### config.mk
export PLATFORM = sky130hd
export DESIGN_NAME = pid_position_incremental
export DESIGN_NICKNAME = d
export VERILOG_FILES = /design/src/pidpi_pkg.sv /design/src/pidpi_cfg.sv /design/src/pidpi_state.sv /design/src/pidpi_mac.sv /design/src/pid_position_incremental.sv
export SDC_FILE = /design/constraint.sdc
export NUM_CORES = 2
export LEC_CHECK = 0
export BUFFER_PORTS_ARGS = -buffer_cell sky130_fd_sc_hd__buf_2
export CAP_MARGIN = 20
export CORE_UTILIZATION = 55
export DETAILED_ROUTE_END_ITERATION = 7
export PLACE_DENSITY_LB_ADDON = 0.12
export SYNTH_ARGS = -nofsm -noshare
export SYNTH_HDL_FRONTEND = slang
export SYNTH_SLANG_ARGS = --single-unit
### constraint.sdc
create_clock -name clk_i -period 20.3 [get_ports clk_i]
set_input_delay 4.06 -clock clk_i [delete_from_list [all_inputs] [get_ports clk_i]]
set_output_delay 4.06 -clock clk_i [all_outputs]
set_load 0.02 [all_outputs]
### src/pidpi_pkg.sv
`timescale 1ns / 1ps

package pidpi_pkg;

  // Field widths
  localparam int DataW    = 16;  // setpoint / measured
  localparam int GainW    = 16;  // kp, ki, kd (signed Q8.8)
  localparam int FracBits = 8;   // gain fraction bits
  localparam int LimW     = 24;  // integral clamp
  localparam int ErrW     = DataW + 1;  // setpoint - measured
  localparam int IntW     = LimW + 1;   // clamped integral, signed
  localparam int DriveW   = 32;

  // Multiplier operand widths (largest of the two modes)
  localparam int OpPW = ErrW + 1;  // e or e - last
  localparam int OpIW = IntW;      // integral or e
  localparam int OpDW = ErrW + 2;  // e - last or e - 2*last + prev

  // Product and accumulator widths
  localparam int ProdPW = GainW + OpPW;
  localparam int ProdIW = GainW + OpIW;
  localparam int ProdDW = GainW + OpDW;
  localparam int AccW   = ProdIW + 2;
  localparam int ShW    = AccW - FracBits;

  // Configuration port
  localparam int CfgIdxW  = 3;
  localparam int CfgDataW = LimW;

  typedef enum logic [CfgIdxW-1:0] {
    CFG_KP    = 3'd0,
    CFG_KI    = 3'd1,
    CFG_KD    = 3'd2,
    CFG_LIMIT = 3'd3,
    CFG_MODE  = 3'd4
  } cfg_idx_e;

  localparam logic MODE_POS = 1'b0;
  localparam logic MODE_INC = 1'b1;

  typedef struct packed {
    logic signed [GainW-1:0] kp;
    logic signed [GainW-1:0] ki;
    logic signed [GainW-1:0] kd;
    logic [LimW-1:0]         integral_limit;
    logic                    mode;
  } cfg_t;

  // Multiplier operands handed from the state stage to the MAC
  typedef struct packed {
    logic signed [OpPW-1:0] op_p;
    logic signed [OpIW-1:0] op_i;
    logic signed [OpDW-1:0] op_d;
  } op_t;

endpackage

### src/pidpi_cfg.sv
`timescale 1ns / 1ps

module pidpi_cfg (
  input  logic                             clk_i,
  input  logic                             rst_ni,
  input  logic                             cfg_valid_i,
  output logic                             cfg_ready_o,
  input  logic [pidpi_pkg::CfgIdxW-1:0]    cfg_index_i,
  input  logic [pidpi_pkg::CfgDataW-1:0]   cfg_data_i,
  output pidpi_pkg::cfg_t                  cfg_o
);
  import pidpi_pkg::*;

  cfg_t cfg_q;

  // Writes are always accepted
  assign cfg_ready_o = 1'b1;

  // Register file; unknown indexes are dropped
  always_ff @(posedge clk_i or negedge rst_ni) begin
    if (!rst_ni) begin
      cfg_q.kp             <= '0;
      cfg_q.ki             <= '0;
      cfg_q.kd             <= '0;
      cfg_q.integral_limit <= '1;
      cfg_q.mode           <= MODE_POS;
    end else if (cfg_valid_i && cfg_ready_o) begin
      case (cfg_idx_e'(cfg_index_i))
        CFG_KP:    cfg_q.kp             <= $signed(cfg_data_i[GainW-1:0]);
        CFG_KI:    cfg_q.ki             <= $signed(cfg_data_i[GainW-1:0]);
        CFG_KD:    cfg_q.kd             <= $signed(cfg_data_i[GainW-1:0]);
        CFG_LIMIT: cfg_q.integral_limit <= cfg_data_i[LimW-1:0];
        CFG_MODE:  cfg_q.mode           <= cfg_data_i[0];
        default: ;
      endcase
    end
  end

  assign cfg_o = cfg_q;

endmodule

### src/pidpi_state.sv
`timescale 1ns / 1ps

module pidpi_state (
  input  logic                              clk_i,
  input  logic                              rst_ni,
  input  pidpi_pkg::cfg_t                   cfg_i,
  input  logic                              in_valid_i,
  output logic                              in_stall_o,
  input  logic signed [pidpi_pkg::DataW-1:0] setpoint_i,
  input  logic signed [pidpi_pkg::DataW-1:0] measured_i,
  input  logic                              motor_running_i,
  output logic                              op_valid_o,
  input  logic                              op_ready_i,
  output pidpi_pkg::op_t                    op_o
);
  import pidpi_pkg::*;

  logic                   a_v_q;
  logic signed [ErrW-1:0] a_err_q;
  logic                   a_run_q;
  logic                   b_v_q;
  op_t                    b_op_q;
  op_t                    b_op_d;

  logic signed [IntW-1:0] integral_q, integral_d;
  logic signed [ErrW-1:0] last_err_q;
  logic signed [ErrW-1:0] prev_err_q;

  logic signed [ErrW-1:0] err_in;
  logic signed [OpPW-1:0] diff1;
  logic signed [OpDW-1:0] diff2;
  logic signed [IntW:0]   sum_raw;
  logic signed [IntW:0]   sum_sel;
  logic signed [IntW:0]   lim_pos;
  logic signed [IntW:0]   lim_neg;
  logic                   rdy_a;
  logic                   rdy_b;

  // Stage ready chain, bubbles collapse
  assign rdy_b      = !b_v_q || op_ready_i;
  assign rdy_a      = !a_v_q || rdy_b;
  assign in_stall_o = !rdy_a;

  // Error of the incoming tick
  assign err_in = ErrW'(setpoint_i) - ErrW'(measured_i);

  // Input register
  always_ff @(posedge clk_i or negedge rst_ni) begin
    if (!rst_ni) begin
      a_v_q <= 1'b0;
    end else if (rdy_a) begin
      a_v_q <= in_valid_i;
    end
  end

  always_ff @(posedge clk_i) begin
    if (rdy_a && in_valid_i) begin
      a_err_q <= err_in;
      a_run_q <= motor_running_i;
    end
  end

  // Error differences
  assign diff1 = OpPW'(a_err_q) - OpPW'(last_err_q);
  assign diff2 = OpDW'(a_err_q) - (OpDW'(last_err_q) <<< 1) + OpDW'(prev_err_q);

  // Integral: add or clear, then clamp to +/- limit
  assign sum_raw = a_run_q ? ((IntW + 1)'(integral_q) + (IntW + 1)'(a_err_q)) : '0;
  assign lim_pos = $signed({2'b00, cfg_i.integral_limit});
  assign lim_neg = -lim_pos;

  always_comb begin
    if (sum_raw > lim_pos) begin
      sum_sel = lim_pos;
    end else if (sum_raw < lim_neg) begin
      sum_sel = lim_neg;
    end else begin
      sum_sel = sum_raw;
    end
  end

  // Integral only moves in positional mode
  assign integral_d = (cfg_i.mode == MODE_POS) ? sum_sel[IntW-1:0] : integral_q;

  // Operand select per mode
  always_comb begin
    if (cfg_i.mode == MODE_POS) begin
      b_op_d.op_p = OpPW'(a_err_q);
      b_op_d.op_i = integral_d;
      b_op_d.op_d = OpDW'(diff1);
    end else begin
      b_op_d.op_p = diff1;
      b_op_d.op_i = OpIW'(a_err_q);
      b_op_d.op_d = diff2;
    end
  end

  // Operand register and controller state
  always_ff @(posedge clk_i or negedge rst_ni) begin
    if (!rst_ni) begin
      b_v_q      <= 1'b0;
      integral_q <= '0;
      last_err_q <= '0;
      prev_err_q <= '0;
    end else if (rdy_b) begin
      b_v_q <= a_v_q;
      if (a_v_q) begin
        integral_q <= integral_d;
        last_err_q <= a_err_q;
        prev_err_q <= last_err_q;
      end
    end
  end

  always_ff @(posedge clk_i) begin
    if (rdy_b && a_v_q) begin
      b_op_q <= b_op_d;
    end
  end

  assign op_valid_o = b_v_q;
  assign op_o       = b_op_q;

endmodule

### src/pidpi_mac.sv
`timescale 1ns / 1ps

module pidpi_mac (
  input  logic                                clk_i,
  input  logic                                rst_ni,
  input  pidpi_pkg::cfg_t                     cfg_i,
  input  logic                                op_valid_i,
  output logic                                op_ready_o,
  input  pidpi_pkg::op_t                      op_i,
  output logic                                out_valid_o,
  input  logic                                out_stall_i,
  output logic signed [pidpi_pkg::DriveW-1:0] drive_o,
  output logic                                saturated_o
);
  import pidpi_pkg::*;

  logic                     c_v_q;
  logic signed [ProdPW-1:0] prod_p_q, prod_p_d;
  logic signed [ProdIW-1:0] prod_i_q, prod_i_d;
  logic signed [ProdDW-1:0] prod_d_q, prod_d_d;

  logic                     o_v_q;
  logic signed [DriveW-1:0] drive_q, drive_d;
  logic                     sat_q, sat_d;

  logic signed [AccW-1:0]   acc;
  logic signed [ShW-1:0]    shifted;
  logic                     rdy_o;
  logic                     rdy_c;

  assign rdy_o      = !o_v_q || !out_stall_i;
  assign rdy_c      = !c_v_q || rdy_o;
  assign op_ready_o = rdy_c;

  // Three gain multipliers
  assign prod_p_d = $signed(cfg_i.kp) * $signed(op_i.op_p);
  assign prod_i_d = $signed(cfg_i.ki) * $signed(op_i.op_i);
  assign prod_d_d = $signed(cfg_i.kd) * $signed(op_i.op_d);

  always_ff @(posedge clk_i or negedge rst_ni) begin
    if (!rst_ni) begin
      c_v_q <= 1'b0;
    end else if (rdy_c) begin
      c_v_q <= op_valid_i;
    end
  end

  always_ff @(posedge clk_i) begin
    if (rdy_c && op_valid_i) begin
      prod_p_q <= prod_p_d;
      prod_i_q <= prod_i_d;
      prod_d_q <= prod_d_d;
    end
  end

  // Sum, floor shift (drop fraction bits), saturate to 32 bits
  assign acc     = AccW'(prod_p_q) + AccW'(prod_i_q) + AccW'(prod_d_q);
  assign shifted = acc[AccW-1:FracBits];

  always_comb begin
    if ((&shifted[ShW-1:DriveW-1]) || !(|shifted[ShW-1:DriveW-1])) begin
      drive_d = shifted[DriveW-1:0];
      sat_d   = 1'b0;
    end else begin
      drive_d = shifted[ShW-1] ? {1'b1, {(DriveW - 1){1'b0}}} : {1'b0, {(DriveW - 1){1'b1}}};
      sat_d   = 1'b1;
    end
  end

  // Result register
  always_ff @(posedge clk_i or negedge rst_ni) begin
    if (!rst_ni) begin
      o_v_q <= 1'b0;
    end else if (rdy_o) begin
      o_v_q <= c_v_q;
    end
  end

  always_ff @(posedge clk_i) begin
    if (rdy_o && c_v_q) begin
      drive_q <= drive_d;
      sat_q   <= sat_d;
    end
  end

  assign out_valid_o = o_v_q;
  assign drive_o     = drive_q;
  assign saturated_o = sat_q;

endmodule

### src/pid_position_incremental.sv
`timescale 1ns / 1ps
// Pipeline: input register, operand register, product register, result register.
// Throughput: one item per cycle unless the output stalls; the error and integral update
// is done as the operand register loads, so back-to-back ticks follow without a bubble.
// The input side stalls only while the result register is full and stalled.
// Reset (async, active low): pipeline empty, gains zero, limit all ones,
// positional mode, integral and error history zero.

module pid_position_incremental (
  input  logic                                clk_i,
  input  logic                                rst_ni,
  input  logic                                cfg_valid_i,
  output logic                                cfg_ready_o,
  input  logic [pidpi_pkg::CfgIdxW-1:0]       cfg_index_i,
  input  logic [pidpi_pkg::CfgDataW-1:0]      cfg_data_i,
  input  logic                                in_valid_i,
  output logic                                in_stall_o,
  input  logic signed [pidpi_pkg::DataW-1:0]  setpoint_i,
  input  logic signed [pidpi_pkg::DataW-1:0]  measured_i,
  input  logic                                motor_running_i,
  output logic                                out_valid_o,
  input  logic                                out_stall_i,
  output logic signed [pidpi_pkg::DriveW-1:0] drive_o,
  output logic                                saturated_o
);
  import pidpi_pkg::*;

  cfg_t cfg;
  op_t  op;
  logic op_valid;
  logic op_ready;

  pidpi_cfg u_cfg (
    .clk_i       (clk_i),
    .rst_ni      (rst_ni),
    .cfg_valid_i (cfg_valid_i),
    .cfg_ready_o (cfg_ready_o),
    .cfg_index_i (cfg_index_i),
    .cfg_data_i  (cfg_data_i),
    .cfg_o       (cfg)
  );

  pidpi_state u_state (
    .clk_i           (clk_i),
    .rst_ni          (rst_ni),
    .cfg_i           (cfg),
    .in_valid_i      (in_valid_i),
    .in_stall_o      (in_stall_o),
    .setpoint_i      (setpoint_i),
    .measured_i      (measured_i),
    .motor_running_i (motor_running_i),
    .op_valid_o      (op_valid),
    .op_ready_i      (op_ready),
    .op_o            (op)
  );

  pidpi_mac u_mac (
    .clk_i       (clk_i),
    .rst_ni      (rst_ni),
    .cfg_i       (cfg),
    .op_valid_i  (op_valid),
    .op_ready_o  (op_ready),
    .op_i        (op),
    .out_valid_o (out_valid_o),
    .out_stall_i (out_stall_i),
    .drive_o     (drive_o),
    .saturated_o (saturated_o)
  );

endmodule

---- Word-level counts from Yosys, hierarchy flattened ----
Index checks and enable logic that the tools add are counted.
storage, ports and cells
  register bits ........................... 359
  bits in latches ......................... 0
  bits in writable memories ............... 0
  memory bits (read-only) ................. 0
  bits of input ports ..................... 65
  output and inout bits ................... 36
  logic and storage cells ................. 72
  memories kept ........................... 0
cells by class
  $add $sub $neg .......................... 8
  $mul .................................... 3
  div/mod/pow operators ................... 0
  order comparisons ....................... 2
  equality and inequality tests ........... 4
  shift operators ......................... 0
  mux-type cells .......................... 8
  bitwise logic cells ..................... 0
  reductions and logical operators ........ 25
operator list
  kind                                                  number
  2-to-1 mux 25 bit                                     3
  2-to-1 mux 32 bit                                     2
  2-to-1 mux 62 bit                                     1
  adder 42 x 35 -> 43 bit                               1
  adder 34 x 41 -> 42 bit                               1
  multiplier 16 x 25 -> 41 bit                          1
  multiplier 16 x 19 -> 35 bit                          1
  multiplier 16 x 18 -> 34 bit                          1
  adder 25 x 17 -> 26 bit                               1
  > comparator 26 x 25 -> 1 bit                         1
  less-than comparator 26 bit                           1
  2-to-1 mux 26 bit                                     1
  negation 24 -> 26 bit                                 1
  adder 19 x 17 -> 19 bit                               1
  subtractor 17 x 18 -> 19 bit                          1
  subtractor 17 x 17 -> 18 bit                          1
  subtractor 16 x 16 -> 17 bit                          1
  AND reduction 2 bit                                   6
  logical NOT 1 bit                                     7
  equality test 3 x 2 -> 1 bit (second input constant)  2
  logical OR 1 bit                                      5
  logical AND 1 bit                                     4
  AND reduction 4 bit                                   1
  OR reduction 4 bit                                    1
  other kinds (4)                                       4

---- Depth between registers and ports, before layout ----
  depth after elaboration ................. 7
  mapped depth ............................ 26
  mapped depth without buffers ............ 25

---- Hierarchy ----
From an unflattened synthesis, not the netlist that was laid out.
unflattened totals
  cells, all modules ...................... 6,108
  area total of the unflattened synthesis .. 58,518.6 µm²
modules (own cells, without submodules)
  module       instances  cells each  area an instance (µm²)  seq. area each (µm²)
  pidpi_mac    1          4,605       43,907.1                4,344.2
  pidpi_state  1          1,343       11,771.3                3,928.8
  pidpi_cfg    1          160         2,840.2                 1,856.8

---- Least setup slack after synthesis ----
Ideal clock, no wire load.
  path kind ............................... in2reg
  from .................................... input port out_stall_i
  to ...................................... register u_mac.prod_d_q[0] (enable)
  setup time .............................. 0.593 ns
  arrival time ............................ 9.130 ns
  data required time ...................... 19.707 ns
  slack ................................... 10.576 ns
  cell stages on the path ................. 2
  path buffers ............................ 0
  path through ............................ and3_1 nor2b_1
between the ends
  longest elaborated chain between the ends .. 4
RTL lines
  item                    RTL line                        text
  start: declaration      pid_position_incremental.sv:22  input logic out_stall_i,
  logical NOT 1 bit       pidpi_mac.sv:31                 assign rdy_o = !o_v_q || !out_stall_i;
  logical OR 1 bit        pidpi_mac.sv:31
  logical OR 1 bit        pidpi_mac.sv:32                 assign rdy_c = !c_v_q || rdy_o;
  logical AND 1 bit       pidpi_mac.sv:49                 if (rdy_c && op_valid_i) begin
  end signal: assignment  pidpi_mac.sv:52                 prod_d_q <= prod_d_d;
  end: declaration        pidpi_mac.sv:20                 logic signed [ProdDW-1:0] prod_d_q, prod_d_d;
Every way passes these cells.
A chain may end at the register's enable or synchronous reset.

---- Worst setup path in the final report ----
  from .................................... input port out_stall_i
  to ...................................... output port in_stall_o
between the ends
  longest elaborated chain between the ends .. 6
RTL lines
  item               RTL line                        text
  logical NOT 1 bit  pidpi_mac.sv:31
  logical OR 1 bit   pidpi_mac.sv:31
  logical OR 1 bit   pidpi_mac.sv:32
  logical OR 1 bit   pidpi_state.sv:40               assign rdy_b = !b_v_q || op_ready_i;
  logical OR 1 bit   pidpi_state.sv:41               assign rdy_a = !a_v_q || rdy_b;
  logical NOT 1 bit  pidpi_state.sv:42               assign in_stall_o = !rdy_a;
  end: declaration   pid_position_incremental.sv:17  output logic in_stall_o,
Every way passes these cells.

==> impl_metrics.csv <==
group,metric,value,unit
die,pin_count,101,
hold_path,min_path_type,"reg -> reg",
global_routing,first_global_vias,42600,
yosys,synth_common_cells,"inv_1, fa_1, nand2_1",
yosys,synthMostInstantiatedCell,"inv_1",
drt,drc,0,
sta,timing_hold_violations_final,0,
sta,max_freq,113,MHz
drt,drt_pre_antenna_iters,5,
die,core-area,104000,um^2
clocking,postCtsHoldBufs,0,
die,die_h,326,um
worst_setup_path,slowest_stage,"and3_1",
sta,tns,0,ps
placed_design,port_buffers,99,
die,die-area,106000,um^2
worst_setup_path,crit_path_max_fanout,4,
global_routing,overflow,0,
global_routing,grt_max_degree,71,
die,rows,118,
sta,worst_pin_slew,1150,ps
clocking,cts_tree,"yes",
yosys,synth_top_area_share,36.2,%
clocking,post_cts_resized,0,
worst_setup_path,crit_top_cell,"buf_2",
worst_setup_path,crit_path_start_kind,"input pin",
sta,rsz0062_at_grt,"no",
final_layout,syn2layout_area_growth,5.66,%
clocking,htreeDepth,2,
outcome,outcome,"complete, no violations",
yosys,yosys.area.top_type,"fa_1",
final_layout,finalNetCount,7502,
yosys,synth_warnings,0,
worst_setup_path,worstPathCellList,"buf_2, and3_1, nand3_1, inv_1, buf_2",
yosys,mappedNetlistNets,7530,
clocking,numCtsBuffers,45,
drt,drt-initial-drc-count,2849,
yosys,synth_edf_count,223,
worst_setup_path,arrival,4810,ps
die,die_width,326,um
drt,vias_per_cell,5.51,
sta,layout_worst_path_cycle_share,43.7,%
clocking,clock_path_buffers,3,
yosys,synth.area.top_cells,"fa_1, edfxtp_1, ha_1",
sta,timing.slew.headroom,23.6,%
yosys,syn_avg_cell_area,9.64,um^2
clocking,cts_setup_buffers,0,
drt,wl_per_cell,20.4,um
placed_design,hpwl,120000,um
worst_setup_path,path_class,"in -> out",
clocking,clk_latency,640,ps
sta,drv_slew,0,
job,max-cap-violations,0,
clocking,clkTransAtPathRegs,70,ps
global_routing,grt_use_total,29.5,%
yosys,seq_area_frac_synth,17.6,%
drt,totalWireLength,150000,um
global_routing,grt_pass1_wl,241000,um
worst_setup_path,cp.required,16240,ps
sta,skew,62.8,ps
worst_setup_path,worst_setup_path_end_kind,"primary output",
die,initial_core_util,55.6,%
sta,finalSetupViolCount,0,
yosys,netlist_area,57700,um^2
yosys,synth_cell_types,81,
sta,fin_crit,8870,ps
placed_design,globalplace.congestion,0.913,
final_layout,layout-drive-gt1-share,6.29,%
global_routing,antenna_found_initial,5,
worst_setup_path,critPathMaxStageDelay,260,ps
clocking,cts_sinks,359,
drt,ant_nets,0,
yosys,synthFlopType,"edfxtp_1",
drt,num_vias,40600,
sta,holdWs,483,ps
yosys,synthArstFlopShare,37.9,%
yosys,synth-seq-cells,359,
yosys,synthCells,5982,
clocking,cts-root-buf,"clkbuf_16",
==> critical path: cells and delay by family <==
family	cells	cell delay (ps)
AND/OR/NAND/NOR	2	400
buffers and inverters	3	340
==> cells in the final DEF, fill, tap and decap left out, types with 12 or more instances in the layout <==
| cell type | Yosys | layout |
|---|---|---|
| mux2i_1 | 17 | 17 |
| xnor2_1 | 179 | 179 |
| o21ai_0 | 182 | 182 |
| and2_1 | 406 | 406 |
| a31oi_1 | 16 | 16 |
| o21bai_1 | 28 | 28 |
| a211oi_1 | 20 | 20 |
| mux2_2 | 106 | 106 |
| and3_1 | 24 | 24 |
| a21oi_1 | 174 | 174 |
| nand2b_1 | 49 | 49 |
| or3_1 | 18 | 18 |
| ha_1 | 441 | 441 |
| nand2_1 | 723 | 722 |
| fa_1 | 1042 | 1042 |
| buf_4 | 6 | 48 |
| buf_2 | 5 | 98 |
| o31ai_1 | 12 | 12 |
| nor2_1 | 177 | 177 |
| dfrtp_1 | 112 | 111 |
| edfxtp_1 | 223 | 223 |
| nor3_1 | 49 | 49 |
| nor2b_1 | 33 | 32 |
| dfstp_2 | 24 | 24 |
| o21a_1 | 30 | 30 |
| o2bb2ai_1 | 12 | 12 |
| xor2_1 | 47 | 47 |
| inv_1 | 1264 | 1263 |
| a21o_1 | 136 | 136 |
| nand4_1 | 23 | 23 |
| clkbuf_16 | 0 | 47 |
| nand3_1 | 49 | 49 |
==> kinds of logic after synthesis <==
family	after synthesis	share of synthesized area (%)
other	1	0.00650
xor gates and xnor gates	226	3.43
AOI/OAI and AO/OA	707	7.83
buffers and inverters	1488	9.73
adders and majority gates	1483	45.7
muxes	125	2.42
and+or+nand+nor	1593	13.3
DFF	359	17.6
==> sequential cells by signal (all words and copies together) (netlist names) <==
name                count
u_state.prev_err_q     17
u_state.op_valid_o      1
u_cfg.cfg_o            73
u_state.last_err_q     17
u_mac.prod_i_q         41
u_mac.prod_p_q         34
u_state.integral_q     25
u_state.a_v_q           1
u_mac.saturated_o       1
u_mac.c_v_q             1
u_mac.prod_d_q         35
u_state.op_o           62
u_mac.out_valid_o       1
u_state.a_err_q        17
u_mac.drive_o          32
u_state.a_run_q         1
==> per-layer routing <==
layer / up-vias / wire (um) / track usage (%)
met5: - / 13 / 0
met4: 2 / 6190 / 10.8
met3: 227 / 10700 / 4.77
met2: 1305 / 68900 / 47.3
met1: 20600 / 64300 / 40.6
li1: 18500 / - / -
==> stage by stage <==
stage | worst slack, ps | area, um^2 | cells | util, %
after floorplan | 10580 | 57700 | 5982 | -
after global placement | 11440 | 59400 | 7287 | 57.2
after detailed placement | 11430 | 59400 | 7287 | 57.2
after CTS | 11430 | 60900 | 7371 | 58.7
after global routing | 11340 | 60900 | 7371 | 58.7
final | 11430 | 60900 | 7374 | 58.7
==> layout make-up <==
type                       count  area [um^2]
fill                        9085        42900
clock inverter                31          297
tap                         1380         1730
antenna                        3         7.51
clock buffer                  53         1210
inverter                    1266         4750
timing repair buffer         147          862
sequential                   359        10100
multi-input combinational   4135        41900
==> final timing paths <==
check / from / end / slack (ps) / cells after the start
setup / recovery: out_stall_i / in_stall_o / 11430 / 5
hold / removal: u_state.prev_err_q[3]$_DFFE_PN0P_ / u_state.prev_err_q[3]$_DFFE_PN0P_ / 480 / 2
setup reg to reg: u_state.op_o[53]$_DFFE_PP_ / u_mac.prod_p_q[30]$_DFFE_PP_ / 12510 / 21
hold reg to reg: u_state.prev_err_q[3]$_DFFE_PN0P_ / u_state.prev_err_q[3]$_DFFE_PN0P_ / 480 / 2
max in group asynchronous: rst_ni / u_cfg.cfg_o[0]$_DFFE_PN0P_ / 15740 / 2
min in group asynchronous: rst_ni / u_state.integral_q[16]$_DFFE_PN0P_ / 3350 / 1
Power is not shown: default switching activity piles up to over one toggle a cycle in this logic, so the estimate is an artifact.
